`src/hw/rtl/ils_pkg.sv`:
```
// ----------------------------------------------------------------------------
// Indexed list store package
// Sizes, command and status codes, controller/datapath interface types.
// ----------------------------------------------------------------------------
package ils_pkg;

    localparam int CAPACITY    = 64;
    localparam int VALUE_BITS  = 32;
    localparam int IDX_W       = $clog2(CAPACITY);
    localparam int CNT_W       = $clog2(CAPACITY + 1);
    localparam int CMD_W       = 3;
    localparam int POS_W       = 7;
    localparam int ST_W        = 2;
    localparam int CMP_W       = (POS_W > CNT_W) ? POS_W : CNT_W;

    localparam int IN_POS_LSB  = CMD_W;
    localparam int IN_VAL_LSB  = CMD_W + POS_W;
    localparam int IN_W        = CMD_W + POS_W + VALUE_BITS;
    localparam int IN_TDATA_W  = ((IN_W + 7) / 8) * 8;

    localparam int OUT_ST_LSB  = VALUE_BITS;
    localparam int OUT_LEN_LSB = VALUE_BITS + ST_W;
    localparam int OUT_W       = VALUE_BITS + ST_W + CNT_W;
    localparam int OUT_TDATA_W = ((OUT_W + 7) / 8) * 8;

    typedef enum logic [CMD_W-1:0] {
        CMD_READ      = 3'd0,
        CMD_INS_FRONT = 3'd1,
        CMD_APPEND    = 3'd2,
        CMD_INS_AT    = 3'd3,
        CMD_DELETE    = 3'd4
    } cmd_t;

    typedef enum logic [ST_W-1:0] {
        ST_DONE  = 2'd0,
        ST_RANGE = 2'd1,
        ST_FULL  = 2'd2
    } status_t;

    typedef enum logic [1:0] {
        CUR_HOLD = 2'd0,
        CUR_HEAD = 2'd1,
        CUR_STEP = 2'd2
    } cur_op_t;

    typedef enum logic [2:0] {
        LW_NONE     = 3'd0,
        LW_NEW_HEAD = 3'd1,
        LW_NEW_Q    = 3'd2,
        LW_CUR_NEW  = 3'd3,
        LW_PREV_Q   = 3'd4
    } link_wr_t;

    typedef enum logic [1:0] {
        HD_KEEP = 2'd0,
        HD_NEW  = 2'd1,
        HD_LINK = 2'd2
    } head_op_t;

    typedef enum logic [1:0] {
        LEN_KEEP = 2'd0,
        LEN_INC  = 2'd1,
        LEN_DEC  = 2'd2
    } len_op_t;

    typedef struct packed {
        logic     load_in;
        cur_op_t  cur_op;
        logic     cnt_load;
        logic     cnt_dec;
        logic     pop;
        logic     push;
        logic     save_prev;
        logic     val_wr;
        link_wr_t link_wr;
        head_op_t head_op;
        len_op_t  len_op;
        logic     st_set;
        status_t  st_val;
        logic     out_load;
    } ils_ctl_t;

    typedef struct packed {
        cmd_t cmd;
        logic pos_ok;
        logic pos_zero;
        logic ins_bad;
        logic ins_head;
        logic full;
        logic cnt_zero;
        logic out_busy;
    } ils_sts_t;

endpackage

```
`src/hw/rtl/ils_datapath.sv`:
```
// ----------------------------------------------------------------------------
// Indexed list store datapath
// Value, link and free-slot memories, list pointers and the result register.
// ----------------------------------------------------------------------------
module ils_datapath (
    input  logic                           clk,
    input  logic                           rst_n,
    input  ils_pkg::ils_ctl_t              ctl,
    output ils_pkg::ils_sts_t              sts,
    input  logic [ils_pkg::IN_TDATA_W-1:0] s_tdata,
    output logic                           m_tvalid,
    input  logic                           m_tready,
    output logic [ils_pkg::OUT_TDATA_W-1:0] m_tdata
);
    import ils_pkg::*;

    logic [VALUE_BITS-1:0] val_mem  [CAPACITY];
    logic [IDX_W-1:0]      link_mem [CAPACITY];
    logic [IDX_W-1:0]      pool_mem [CAPACITY];

    cmd_t                  cmd_reg;
    logic [POS_W-1:0]      pos_reg;
    logic [VALUE_BITS-1:0] value_reg;
    logic [IDX_W-1:0]      head_reg, head_next;
    logic [CNT_W-1:0]      len_reg, len_next;
    logic [CNT_W-1:0]      free_reg, free_next;
    logic [CNT_W-1:0]      low_reg, low_next;
    logic [IDX_W-1:0]      cur_reg, cur_next;
    logic [IDX_W-1:0]      prev_reg;
    logic [IDX_W-1:0]      new_reg;
    logic [IDX_W-1:0]      cnt_reg;
    status_t               status_reg;
    logic [IDX_W-1:0]      link_q;
    logic [VALUE_BITS-1:0] val_q;
    logic [IDX_W-1:0]      pool_q;
    logic                  out_valid_reg;
    logic [VALUE_BITS-1:0] out_val_reg;
    logic [ST_W-1:0]       out_st_reg;
    logic [CNT_W-1:0]      out_len_reg;

    logic [CMP_W-1:0]      pos_ext, len_ext, ins_pos;
    logic [IDX_W-1:0]      cnt_load_val;
    logic [CNT_W-1:0]      pool_idx;
    logic [IDX_W-1:0]      pool_addr, pop_slot;
    logic                  push_en;
    logic                  link_we;
    logic [IDX_W-1:0]      link_waddr, link_wdata;
    logic [VALUE_BITS-1:0] rd_value;

    assign pos_ext   = CMP_W'(pos_reg);
    assign len_ext   = CMP_W'(len_reg);
    assign pool_idx  = free_reg - CNT_W'(1);
    assign pool_addr = pool_idx[IDX_W-1:0];
    // stack entries below the low-water mark were never pushed and still hold their index
    assign pop_slot  = (pool_idx >= low_reg) ? pool_q : pool_addr;
    assign push_en   = ctl.push && (free_reg < CNT_W'(CAPACITY));

    always_comb
    begin
        case (cmd_reg)
            CMD_INS_FRONT: ins_pos = '0;
            CMD_APPEND:    ins_pos = len_ext;
            default:       ins_pos = pos_ext;
        endcase
        case (cmd_reg)
            CMD_READ:   cnt_load_val = pos_reg[IDX_W-1:0];
            CMD_DELETE: cnt_load_val = IDX_W'(pos_ext - CMP_W'(1));
            default:    cnt_load_val = IDX_W'(ins_pos - CMP_W'(1));
        endcase
    end

    always_comb
    begin
        sts.cmd      = cmd_reg;
        sts.pos_ok   = pos_ext < len_ext;
        sts.pos_zero = pos_reg == '0;
        sts.ins_bad  = ins_pos > len_ext;
        sts.ins_head = ins_pos == '0;
        sts.full     = free_reg == '0;
        sts.cnt_zero = cnt_reg == '0;
        sts.out_busy = out_valid_reg && !m_tready;
    end

    always_comb
    begin
        case (ctl.cur_op)
            CUR_HEAD: cur_next = head_reg;
            CUR_STEP: cur_next = link_q;
            default:  cur_next = cur_reg;
        endcase

        link_we    = 1'b1;
        link_waddr = new_reg;
        link_wdata = link_q;
        case (ctl.link_wr)
            LW_NEW_HEAD: link_wdata = head_reg;
            LW_NEW_Q:    link_wdata = link_q;
            LW_CUR_NEW:
            begin
                link_waddr = cur_reg;
                link_wdata = new_reg;
            end
            LW_PREV_Q:   link_waddr = prev_reg;
            default:     link_we = 1'b0;
        endcase

        case (ctl.head_op)
            HD_NEW:  head_next = new_reg;
            HD_LINK: head_next = link_q;
            default: head_next = head_reg;
        endcase

        case (ctl.len_op)
            LEN_INC: len_next = len_reg + CNT_W'(1);
            LEN_DEC: len_next = len_reg - CNT_W'(1);
            default: len_next = len_reg;
        endcase

        free_next = free_reg;
        low_next  = low_reg;
        if (ctl.pop)
        begin
            free_next = pool_idx;
            if (pool_idx < low_reg)
                low_next = pool_idx;
        end
        else if (push_en)
        begin
            free_next = free_reg + CNT_W'(1);
        end

        if (cmd_reg != CMD_READ)
            rd_value = '0;
        else if (status_reg == ST_DONE)
            rd_value = val_q;
        else
            rd_value = '1;
    end

    // reads always track cur_next so link_q and val_q describe cur_reg
    always_ff @(posedge clk)
    begin
        if (ctl.val_wr)
            val_mem[new_reg] <= value_reg;
        val_q <= val_mem[cur_next];
    end

    always_ff @(posedge clk)
    begin
        if (link_we)
            link_mem[link_waddr] <= link_wdata;
        link_q <= link_mem[cur_next];
    end

    always_ff @(posedge clk)
    begin
        if (push_en)
            pool_mem[free_reg[IDX_W-1:0]] <= cur_reg;
        pool_q <= pool_mem[pool_addr];
    end

    always_ff @(posedge clk or negedge rst_n)
    begin
        if (!rst_n)
        begin
            head_reg      <= '0;
            len_reg       <= '0;
            free_reg      <= CNT_W'(CAPACITY);
            low_reg       <= CNT_W'(CAPACITY);
            out_valid_reg <= 1'b0;
        end
        else
        begin
            head_reg <= head_next;
            len_reg  <= len_next;
            free_reg <= free_next;
            low_reg  <= low_next;
            if (ctl.out_load)
                out_valid_reg <= 1'b1;
            else if (m_tready)
                out_valid_reg <= 1'b0;
        end
    end

    always_ff @(posedge clk)
    begin
        if (ctl.load_in)
        begin
            cmd_reg   <= cmd_t'(s_tdata[CMD_W-1:0]);
            pos_reg   <= s_tdata[IN_POS_LSB +: POS_W];
            value_reg <= s_tdata[IN_VAL_LSB +: VALUE_BITS];
        end
        cur_reg <= cur_next;
        if (ctl.save_prev)
            prev_reg <= cur_reg;
        if (ctl.pop)
            new_reg <= pop_slot;
        if (ctl.cnt_load)
            cnt_reg <= cnt_load_val;
        else if (ctl.cnt_dec)
            cnt_reg <= cnt_reg - IDX_W'(1);
        if (ctl.st_set)
            status_reg <= ctl.st_val;
        if (ctl.out_load)
        begin
            out_val_reg <= rd_value;
            out_st_reg  <= status_reg;
            out_len_reg <= len_reg;
        end
    end

    assign m_tvalid = out_valid_reg;
    assign m_tdata  = OUT_TDATA_W'({out_len_reg, out_st_reg, out_val_reg});

endmodule

```
`src/hw/rtl/ils_ctrl.sv`:
```
// ----------------------------------------------------------------------------
// Indexed list store controller
// Sequences decode, list walk, link update and result hand-off.
// ----------------------------------------------------------------------------
module ils_ctrl (
    input  logic              clk,
    input  logic              rst_n,
    input  logic              s_tvalid,
    output logic              s_tready,
    input  ils_pkg::ils_sts_t sts,
    output ils_pkg::ils_ctl_t ctl
);
    import ils_pkg::*;

    typedef enum logic [8:0] {
        S_IDLE     = 9'b000000001,
        S_DECIDE   = 9'b000000010,
        S_WALK     = 9'b000000100,
        S_INS_HEAD = 9'b000001000,
        S_INS_A    = 9'b000010000,
        S_INS_B    = 9'b000100000,
        S_DEL_STEP = 9'b001000000,
        S_DEL_FIX  = 9'b010000000,
        S_RESP     = 9'b100000000
    } state_t;

    state_t state_reg, state_next;

    always_ff @(posedge clk or negedge rst_n)
    begin
        if (!rst_n)
            state_reg <= S_IDLE;
        else
            state_reg <= state_next;
    end

    assign s_tready = state_reg == S_IDLE;

    always_comb
    begin
        ctl            = '0;
        ctl.cur_op     = CUR_HOLD;
        ctl.link_wr    = LW_NONE;
        ctl.head_op    = HD_KEEP;
        ctl.len_op     = LEN_KEEP;
        ctl.st_val     = ST_DONE;
        state_next     = state_reg;

        case (state_reg)
            S_IDLE:
            begin
                ctl.cur_op = CUR_HEAD;
                if (s_tvalid)
                begin
                    ctl.load_in = 1'b1;
                    state_next  = S_DECIDE;
                end
            end
            S_DECIDE:
            begin
                ctl.st_set = 1'b1;
                state_next = S_RESP;
                case (sts.cmd)
                    CMD_READ:
                    begin
                        if (sts.pos_ok)
                        begin
                            ctl.cnt_load = 1'b1;
                            state_next   = S_WALK;
                        end
                        else
                            ctl.st_val = ST_RANGE;
                    end
                    CMD_INS_FRONT, CMD_APPEND, CMD_INS_AT:
                    begin
                        if (sts.ins_bad)
                            ctl.st_val = ST_RANGE;
                        else if (sts.full)
                            ctl.st_val = ST_FULL;
                        else
                        begin
                            ctl.pop = 1'b1;
                            if (sts.ins_head)
                                state_next = S_INS_HEAD;
                            else
                            begin
                                ctl.cnt_load = 1'b1;
                                state_next   = S_WALK;
                            end
                        end
                    end
                    CMD_DELETE:
                    begin
                        if (!sts.pos_ok)
                            ctl.st_val = ST_RANGE;
                        else if (sts.pos_zero)
                            state_next = S_DEL_FIX;
                        else
                        begin
                            ctl.cnt_load = 1'b1;
                            state_next   = S_WALK;
                        end
                    end
                    default:
                        ctl.st_val = ST_RANGE;
                endcase
            end
            S_WALK:
            begin
                if (!sts.cnt_zero)
                begin
                    ctl.cur_op  = CUR_STEP;
                    ctl.cnt_dec = 1'b1;
                end
                else if (sts.cmd == CMD_READ)
                    state_next = S_RESP;
                else if (sts.cmd == CMD_DELETE)
                    state_next = S_DEL_STEP;
                else
                    state_next = S_INS_A;
            end
            S_INS_HEAD:
            begin
                ctl.val_wr  = 1'b1;
                ctl.link_wr = LW_NEW_HEAD;
                ctl.head_op = HD_NEW;
                ctl.len_op  = LEN_INC;
                state_next  = S_RESP;
            end
            S_INS_A:
            begin
                ctl.val_wr  = 1'b1;
                ctl.link_wr = LW_NEW_Q;
                state_next  = S_INS_B;
            end
            S_INS_B:
            begin
                ctl.link_wr = LW_CUR_NEW;
                ctl.len_op  = LEN_INC;
                state_next  = S_RESP;
            end
            S_DEL_STEP:
            begin
                ctl.save_prev = 1'b1;
                ctl.cur_op    = CUR_STEP;
                state_next    = S_DEL_FIX;
            end
            S_DEL_FIX:
            begin
                if (sts.pos_zero)
                    ctl.head_op = HD_LINK;
                else
                    ctl.link_wr = LW_PREV_Q;
                ctl.push   = 1'b1;
                ctl.len_op = LEN_DEC;
                state_next = S_RESP;
            end
            S_RESP:
            begin
                if (!sts.out_busy)
                begin
                    ctl.out_load = 1'b1;
                    state_next   = S_IDLE;
                end
            end
            default:
                state_next = S_IDLE;
        endcase
    end

endmodule

```
`src/hw/rtl/indexed_list_store_top.sv`:
```
// ----------------------------------------------------------------------------
// Indexed list store top level
// Bounded linked list of signed values with read, insert and delete commands.
// ----------------------------------------------------------------------------
// One request at a time: a command that reaches list position p walks the
// link memory one entry per cycle. Inserts at the front, deletes at position 0
// and refused or ignored commands need no walk. Every request returns exactly
// one result; the result register lets the next request start while it waits,
// and a stalled result only holds the following request in its final cycle.
module indexed_list_store_top (
    input  logic                            clk,
    input  logic                            rst_n,
    input  logic                            s_tvalid,
    output logic                            s_tready,
    // command[2:0], position[9:3], value[41:10], zero fill
    input  logic [ils_pkg::IN_TDATA_W-1:0]  s_tdata,
    output logic                            m_tvalid,
    input  logic                            m_tready,
    // read_value[31:0], status[33:32], length[40:34], zero fill
    output logic [ils_pkg::OUT_TDATA_W-1:0] m_tdata
);
    import ils_pkg::*;

    ils_ctl_t ctl;
    ils_sts_t sts;

    ils_ctrl u_ctrl (
        .clk      (clk),
        .rst_n    (rst_n),
        .s_tvalid (s_tvalid),
        .s_tready (s_tready),
        .sts      (sts),
        .ctl      (ctl)
    );

    ils_datapath u_datapath (
        .clk      (clk),
        .rst_n    (rst_n),
        .ctl      (ctl),
        .sts      (sts),
        .s_tdata  (s_tdata),
        .m_tvalid (m_tvalid),
        .m_tready (m_tready),
        .m_tdata  (m_tdata)
    );

endmodule

```
`config.mk`:
```
export PLATFORM = sky130hd
export DESIGN_NAME = indexed_list_store_top
export DESIGN_NICKNAME = d
export VERILOG_FILES = /design/src/hw/rtl/ils_pkg.sv /design/src/hw/rtl/ils_datapath.sv /design/src/hw/rtl/ils_ctrl.sv /design/src/hw/rtl/indexed_list_store_top.sv
export SDC_FILE = /design/constraint.sdc
export NUM_CORES = 2
export LEC_CHECK = 0
export BUFFER_PORTS_ARGS = -buffer_cell sky130_fd_sc_hd__buf_2
export CAP_MARGIN = 20
export CORE_MARGIN = 1
export CORE_UTILIZATION = 45
export DETAILED_ROUTE_END_ITERATION = 16
export HOLD_SLACK_MARGIN = 0.08
export PLACE_DENSITY = 0.66
export SYNTH_ARGS = -nofsm -noshare
export SYNTH_HDL_FRONTEND = slang
export SYNTH_SLANG_ARGS = --single-unit
```
`constraint.sdc`:
```
create_clock -name clk -period 9.5 [get_ports clk]
set_clock_uncertainty 0.15 [all_clocks]
set_input_delay 0.475 -clock clk [delete_from_list [all_inputs] [get_ports clk]]
set_output_delay 0.475 -clock clk [all_outputs]
set_load 0.05 [all_outputs]
```
---- After elaboration in Yosys (flattened, before gate mapping) ----
Memories as Yosys holds them, arrays and structs flattened. A register that Yosys moved wholly into a read port is not among the register bits.
Index checks and enable logic that the tools add are counted.
word-level totals
  flip-flop bits (word level) ............. 146
  bits in latches ......................... 0
  memory bits (writable) .................. 2816
  memory bits (read-only) ................. 0
  input bits .............................. 52
  memories kept ........................... 3
memory list
  memory               words  width  rd ports  clocked after Yosys merged registers in  wr ports  line                text
  u_datapath.val_mem   64     32     1         1                                        1         ils_datapath.sv:17  logic [VALUE_BITS-1:0] val_mem [CAPACITY];
  u_datapath.link_mem  64     6      1         1                                        1         ils_datapath.sv:18  logic [IDX_W-1:0] link_mem [CAPACITY];
  u_datapath.pool_mem  64     6      1         1                                        1         ils_datapath.sv:19  logic [IDX_W-1:0] pool_mem [CAPACITY];
operators by class
  add/sub/neg operators ................... 7
  $mul .................................... 0
  divide/modulo/power cells ............... 0
  $lt $le $gt $ge ......................... 5
  equal/unequal tests ..................... 26
  shifts and indexed selects .............. 0
  multiplexer cells ....................... 68
  bitwise logic cells ..................... 0
  reduce and logical (&&, ||, !) cells .... 23
operators with widths
  kind                                                 count
  2-to-1 mux 9 bit                                     8
  one-hot mux 9 bit (7 select lines)                   1
  one-hot mux 6 bit (2 select lines)                   5
  2-to-1 mux 32 bit                                    1
  2-to-1 mux 1 bit                                     30
  one-hot mux 7 bit (2 select lines)                   2
  one-hot mux 9 bit (3 select lines)                   1
  logical NOT 7 bit                                    3
  2-to-1 mux 7 bit                                     3
  2-to-1 mux 6 bit                                     3
  subtractor 6 x 1 -> 6 bit, second input constant     3
  adder 7 x 1 -> 7 bit, second input constant          2
  < comparator 7 bit                                   2
  subtractor 7 x 1 -> 7 bit, second input constant     2
  equality test 3 x 2 -> 1 bit, second input constant  4
  one-hot mux 2 bit (2 select lines)                   3
  one-hot mux 3 bit (4 select lines)                   1
  nonzero test 2 bit                                   5
  equality test 9 x 1 -> 1 bit, second input constant  1
  equality test 9 x 2 -> 1 bit, second input constant  1
  equality test 9 x 3 -> 1 bit, second input constant  1
  equality test 9 x 4 -> 1 bit, second input constant  1
  equality test 9 x 5 -> 1 bit, second input constant  1
  equality test 9 x 6 -> 1 bit, second input constant  1
  other kinds (29)                                     44

---- Depth between registers and ports, before layout ----
  depth in word-level cells ............... 9
  mapped depth ............................ 19
  mapped depth without buffers ............ 15

---- Cells and area by module ----
From an unflattened synthesis, not the netlist that was laid out.
unflattened totals
  cell total of the unflattened synthesis .. 7829
  area, all modules ....................... 118966.6 µm²
modules (own cells, without submodules)
  module        instances  cells an instance  area each (µm²)  seq. area each (µm²)
  ils_datapath  1          7747               118273.4         89358.2
  ils_ctrl      1          82                 693.2            226.5

---- Least setup slack after synthesis ----
Ideal clock, no wire load.
  kind .................................... flip-flop to flip-flop
  start ................................... register u_datapath.free_reg[0]
  end ..................................... register u_datapath.new_reg[0] (data pin)
  arrival ................................. 4.341 ns
  required time ........................... 9.090 ns
  slack ................................... 4.750 ns
  stages on the path, launching flop included .. 15
  path buffers ............................ 3
  period minus slack after synthesis ...... 4.750 ns
  cells stage by stage .................... dfrtp_1 > clkbuf_1 > clkbuf_1 > clkinv_1 > ha_1 > nor3b_1 > xnor2_1 > inv_1 > ha_1 > a21o_1 > a21o_1 > a211oi_1 > o21a_1 > clkbuf_1 > mux2_2
on the way
  longest elaborated chain between the ends .. 3
RTL lines
  what                               line                 text
  start: declaration                 ils_datapath.sv:26   logic [CNT_W-1:0] free_reg, free_next;
  start signal: assignment           ils_datapath.sv:168  free_reg <= CNT_W'(CAPACITY);
  start signal: assignment           ils_datapath.sv:176  free_reg <= free_next;
  subtractor 7 x 1 -> 7 bit (*)      ils_datapath.sv:52   assign pool_idx = free_reg - CNT_W'(1);
  net u_datapath.pool_idx[0]         ils_datapath.sv:43   logic [CNT_W-1:0] pool_idx;
  greater-or-equal comparator 7 bit  ils_datapath.sv:55   assign pop_slot = (pool_idx >= low_reg) ? pool_q : pool_addr;
  2-to-1 mux 6 bit (*)               ils_datapath.sv:55
  net u_datapath.pop_slot[0]         ils_datapath.sv:44   logic [IDX_W-1:0] pool_addr, pop_slot;
  end signal: assignment             ils_datapath.sv:197  new_reg <= pop_slot;
  end: declaration                   ils_datapath.sv:30   logic [IDX_W-1:0] new_reg;
Mark *: on every way through the listed nets, which the timed path passes. The rest lies on a longest branch.
A chain may end at the register's enable or synchronous reset.

---- Worst setup path after layout ----
  start ................................... register u_ctrl.state_reg[1]
  end ..................................... register u_datapath.val_q[29] (read register of u_datapath.val_mem)
on the way
  longest elaborated chain between the ends .. 4
  elaborated cells on any way between the ends .. 7
RTL lines
  what                                                                 line                text
  start: declaration                                                   ils_ctrl.sv:27      state_t state_reg, state_next;
  start signal: assignment                                             ils_ctrl.sv:34      state_reg <= state_next;
  equality test 9 x 7 -> 1 bit (tied with other cells)                 ils_ctrl.sv:49      case (state_reg)
  one-hot mux 2 bit (3 select lines) (*)                               ils_ctrl.sv:49
  equality test 2 bit or equality test 2 x 1 -> 1 bit (tied branches)  ils_datapath.sv:86  case (ctl.cur_op)
  one-hot mux 6 bit (2 select lines) (*)                               ils_datapath.sv:86
  end: declaration                                                     ils_datapath.sv:34  logic [VALUE_BITS-1:0] val_q;
Mark *: on every way between the ends. The rest lies on a longest branch, timed or not.

==> implementation parameters <==
Parameter                              Value

Synthesis
  Count leader, synth ... sky130_fd_sc_hd__edfxtp_1
  Synthesis warning total ... 0
  Proportion of netlist area held by the largest area contributor ... 0.739
  Async set-or-reset flop fraction in the synthesized netlist ... 0.0123
  Number of synthesized flops with an enable pin ... 2919
  Average instance area after synthesis ... about 15 sq um
  Summed instance area of the synthesized netlist ... 0.119 sq mm
  Fraction of the yosys area taken by sequential cells ... 0.755
  Cells after synthesis ... between 7000 and 8000
  Synth area leaders ... sky130_fd_sc_hd__edfxtp_1 74%, sky130_fd_sc_hd__nand2_1 4.5%, sky130_fd_sc_hd__a211oi_1 3.0%
  Area leader, netlist ... sky130_fd_sc_hd__edfxtp_1
  Synth cell types ... about 80
  Register bit count reported by yosys ... between 3000 and 4000
  Most used flip-flop cell after synthesis ... sky130_fd_sc_hd__edfxtp_1
  Top cells by instance count after synthesis ... 2919 x sky130_fd_sc_hd__edfxtp_1, 1430 x sky130_fd_sc_hd__nand2_1, 473 x sky130_fd_sc_hd__a211oi_1, 426 x sky130_fd_sc_hd__and3_1, 312 x sky130_fd_sc_hd__clkbuf_1

Timing
  Relative max-transition margin ... 0.159
  Final Slew Violations ... 0
  Worst Max-Slew Pin Slew ... 1240 ps
  Final cycle utilization of the critical path ... 0.730
  Unrepaired setup endpoints after global routing ... no
  Hold Vio Cnt, Final ... 0
  Setup Total Neg Slack ... 0 ps
  Total setup violations reported at the end of the flow ... 0
  Hold slack ... about 150 ps
  FMAX ... about 140 MHz
  Minimum clock period ... approximately 6900 ps

CTS
  TritonCTS buffer count ... ~300
  Hold_buf cts ... 75
  CTS tree ... done
  Clk Tree Root Cell ... sky130_fd_sc_hd__clkbuf_16
  Clock latency on the worst-skew pair ... roughly 950 ps
  Resize count post-CTS ... 0
  CTS H-Tree Depth ... 5
  Clock net sink count ... 3006
  CTS clock-pin slew for the worst setup and hold paths ... roughly 60 ps
  Buffer depth of the longest clock path ... 4
  Post-CTS Repair Setup Buffers ... 0

Global route
  Number of antenna violations at the first check in global routing ... 11
  Global-route wire length before repair ... 470000 um
  Total global routing track utilization ... 0.240
  Number of global-route vias before repair ... about 70000
  Pin count of the biggest net entering global routing ... approximately 170
  Total gr overflow ... 0

Die
  Area of the die ... 0.266 sq mm
  Placeable core region ... between 0.2 and 0.3 sq mm
  Horizontal extent of the die ... around 520 um
  Number of placed I/O pins ... 102
  Chip height ... 515 um
  Initial core utilization ... 0.452
  Site row count ... between 150 and 200

Placed design
  Placed standard-cell area ... about 0.12 sq mm
  Final weighted congestion in routability-driven placement ... 0.848
  Placed wire-length estimate after detailed placement ... approximately 170000 um
  Port buffer count ... 88

Flow run
  Max capacitance violation total ... 0

Detailed routing
  Via count ... roughly 70000
  DR pass1 iterations ... 8
  Average via count per standard cell ... just over 6
  Number of remaining DRC errors ... 0
  Detailed router's first-iteration violation count ... between 9000 and 10000
  Final routed wirelength across all metal layers ... about 320000 um
  Antenna-violating nets left ... 0
  Routed wirelength normalized by instance count ... approximately 28 um

Cells and area
  Final standard cell area without fillers ... 0.134 sq mm
  Final core utilization ... 0.510
  Synthesis-to-finish area growth ... 12.8%
  Fill cell total of the finished layout ... between 20000 and 25000
  Ratio of cells with drive above 1 in the final layout ... 0.122
  Number of flip-flops in the largest register ... 2048
  Final #Nets ... ~8100
  Register with the most flip-flops ... u_datapath.val_mem

Setup path
  Cell seen most often among critical-path stages ... sky130_fd_sc_hd__o41ai_1
  Slowest cell on crit path ... sky130_fd_sc_hd__o41ai_1
  Setup CP Type ... reg2reg
  CP max stage delay ... around 1200 ps
  CP required ... a little over 10000 ps
  Kind of end point of the critical path ... flip-flop
  Crit path max fanout ... 24
  Data arrival time of the critical path ... 7610 ps
  Startpoint type of the worst setup path ... flip-flop
  Crit path cell chain ... nor4_1 > nand4_1 > inv_1 > nor2_1 > ha_1 > o21a_1 > clkinv_1 > buf_4 > nand2_4 > a311oi_1 > o41ai_1 > o41ai_1 > or3_1

Min path
  Class of the worst hold path ... in2reg

Run status
  Run status ... complete, no violations

Power
  Leakage ... 43.5 nW
  Max IR drop VDD ... between 300 and 400 uV
  PD cells ... around 300 mW/mm^2
==> cell type report <==
class / instances / area (sq um) / share of cell area
flip-flops and latches: 3006 / 89600 / 0.669
well taps: 3515 / 4400 / 0.0329
repair buffers: 384 / 3110 / 0.0232
inverters: 41 / 169 / 0.00126
multi-input cells: 4234 / 27000 / 0.202
clock buffers: 390 / 8250 / 0.0616
clock inverters: 133 / 1330 / 0.00996
diodes: 8 / 20.0 / 0.000150
==> per-layer routing <==
layer | track usage | up-vias | part of all wire
li1 | - | 30900 | -
met1 | 0.337 | 36700 | 0.40
met2 | 0.376 | 3875 | 0.47
met3 | 0.0402 | 622 | 0.099
met4 | 0.0873 | 2 | 0.035
met5 | 0 | - | 0.000040
==> through the flow <==
stage          worst slack, ps  std cells  power (mW)
6_report                  2560      11700        39.5
5_1_grt                   2450      11700        40.9
4_1_cts                   2690      11700        39.5
3_5_place_dp              2690      11100        27.9
3_3_place_gp              2780      11100        27.6
2_1_floorplan             4750       7860        23.8
==> kinds of logic after synthesis <==
family                     after synthesis  share of synthesized area
DFF                                   3006                      0.755
and+or+nand+nor                       2551                     0.0966
AOI/OAI and AO/OA                     1425                     0.0874
buffers and inverters                  620                     0.0229
muxes                                  193                     0.0324
adders and majority gates               36                    0.00386
xor gates and xnor gates                22                    0.00169
other                                    1                  0.0000316
==> worst max-delay path: cells and delay by family (launching register included) <==
| family | cells | cell delay, ps |
|---|---|---|
| simple gates | 5 | 1870 |
| flops | 1 | 430 |
| fa+ha+maj | 1 | 570 |
| buf+inv | 3 | 1400 |
| compound gates | 4 | 2380 |
==> where the power goes <==
part	internal [mW]	switching, mW	leakage [nW]
Clock	6.84	4.86	4.70
Sequential	15.5	0.221	26.7
Combinational	3.47	8.57	12.1
==> placed cells by master, fill, tap and decap left out, types with 16 or more instances in the layout <==
| cell type | Yosys | final |
|---|---|---|
| sky130_fd_sc_hd__dlygate4sd3_1 | 0 | 75 |
| sky130_fd_sc_hd__clkbuf_16 | 0 | 312 |
| sky130_fd_sc_hd__o21ai_0 | 47 | 47 |
| sky130_fd_sc_hd__a31oi_1 | 79 | 79 |
| sky130_fd_sc_hd__clkbuf_1 | 312 | 63 |
| sky130_fd_sc_hd__nand3_1 | 154 | 154 |
| sky130_fd_sc_hd__edfxtp_1 | 2919 | 2919 |
| sky130_fd_sc_hd__nor2_4 | 0 | 64 |
| sky130_fd_sc_hd__nor2_1 | 305 | 240 |
| sky130_fd_sc_hd__clkinv_1 | 3 | 48 |
| sky130_fd_sc_hd__bufinv_16 | 0 | 27 |
| sky130_fd_sc_hd__nand2_1 | 1430 | 1417 |
| sky130_fd_sc_hd__ha_1 | 35 | 34 |
| sky130_fd_sc_hd__a22oi_1 | 16 | 16 |
| sky130_fd_sc_hd__buf_4 | 26 | 194 |
| sky130_fd_sc_hd__mux2i_1 | 37 | 37 |
| sky130_fd_sc_hd__buf_12 | 0 | 22 |
| sky130_fd_sc_hd__o22ai_1 | 94 | 94 |
| sky130_fd_sc_hd__nor4_1 | 105 | 104 |
| sky130_fd_sc_hd__a211oi_1 | 473 | 473 |
| sky130_fd_sc_hd__a32o_1 | 75 | 75 |
| sky130_fd_sc_hd__a21oi_1 | 266 | 266 |
| sky130_fd_sc_hd__nor3_1 | 32 | 32 |
| sky130_fd_sc_hd__buf_2 | 183 | 92 |
| sky130_fd_sc_hd__dfrtp_1 | 34 | 33 |
| sky130_fd_sc_hd__and3_1 | 426 | 426 |
| sky130_fd_sc_hd__dfxtp_1 | 50 | 44 |
| sky130_fd_sc_hd__clkinv_2 | 0 | 48 |
| sky130_fd_sc_hd__a311oi_1 | 287 | 287 |
| sky130_fd_sc_hd__inv_1 | 35 | 35 |
| sky130_fd_sc_hd__mux4_2 | 152 | 152 |
==> final timing paths <==
path	startpoint	end	slack [ps]	depth (start not counted)
setup / recovery	u_ctrl.state_reg[1]	u_datapath.val_q[29]	2560	13
hold / removal	s_tdata[34]	u_datapath.value_reg[24]	150	2
setup reg to reg	u_ctrl.state_reg[1]	u_datapath.val_q[29]	2560	13
hold reg to reg	u_datapath.low_reg[6]	u_datapath.low_reg[6]	330	2
max in group asynchronous	rst_n	u_datapath.m_tvalid	7570	4
min in group asynchronous	rst_n	u_datapath.len_ext[3]	650	3
Note: power is estimated with default switching activity, not from simulation.
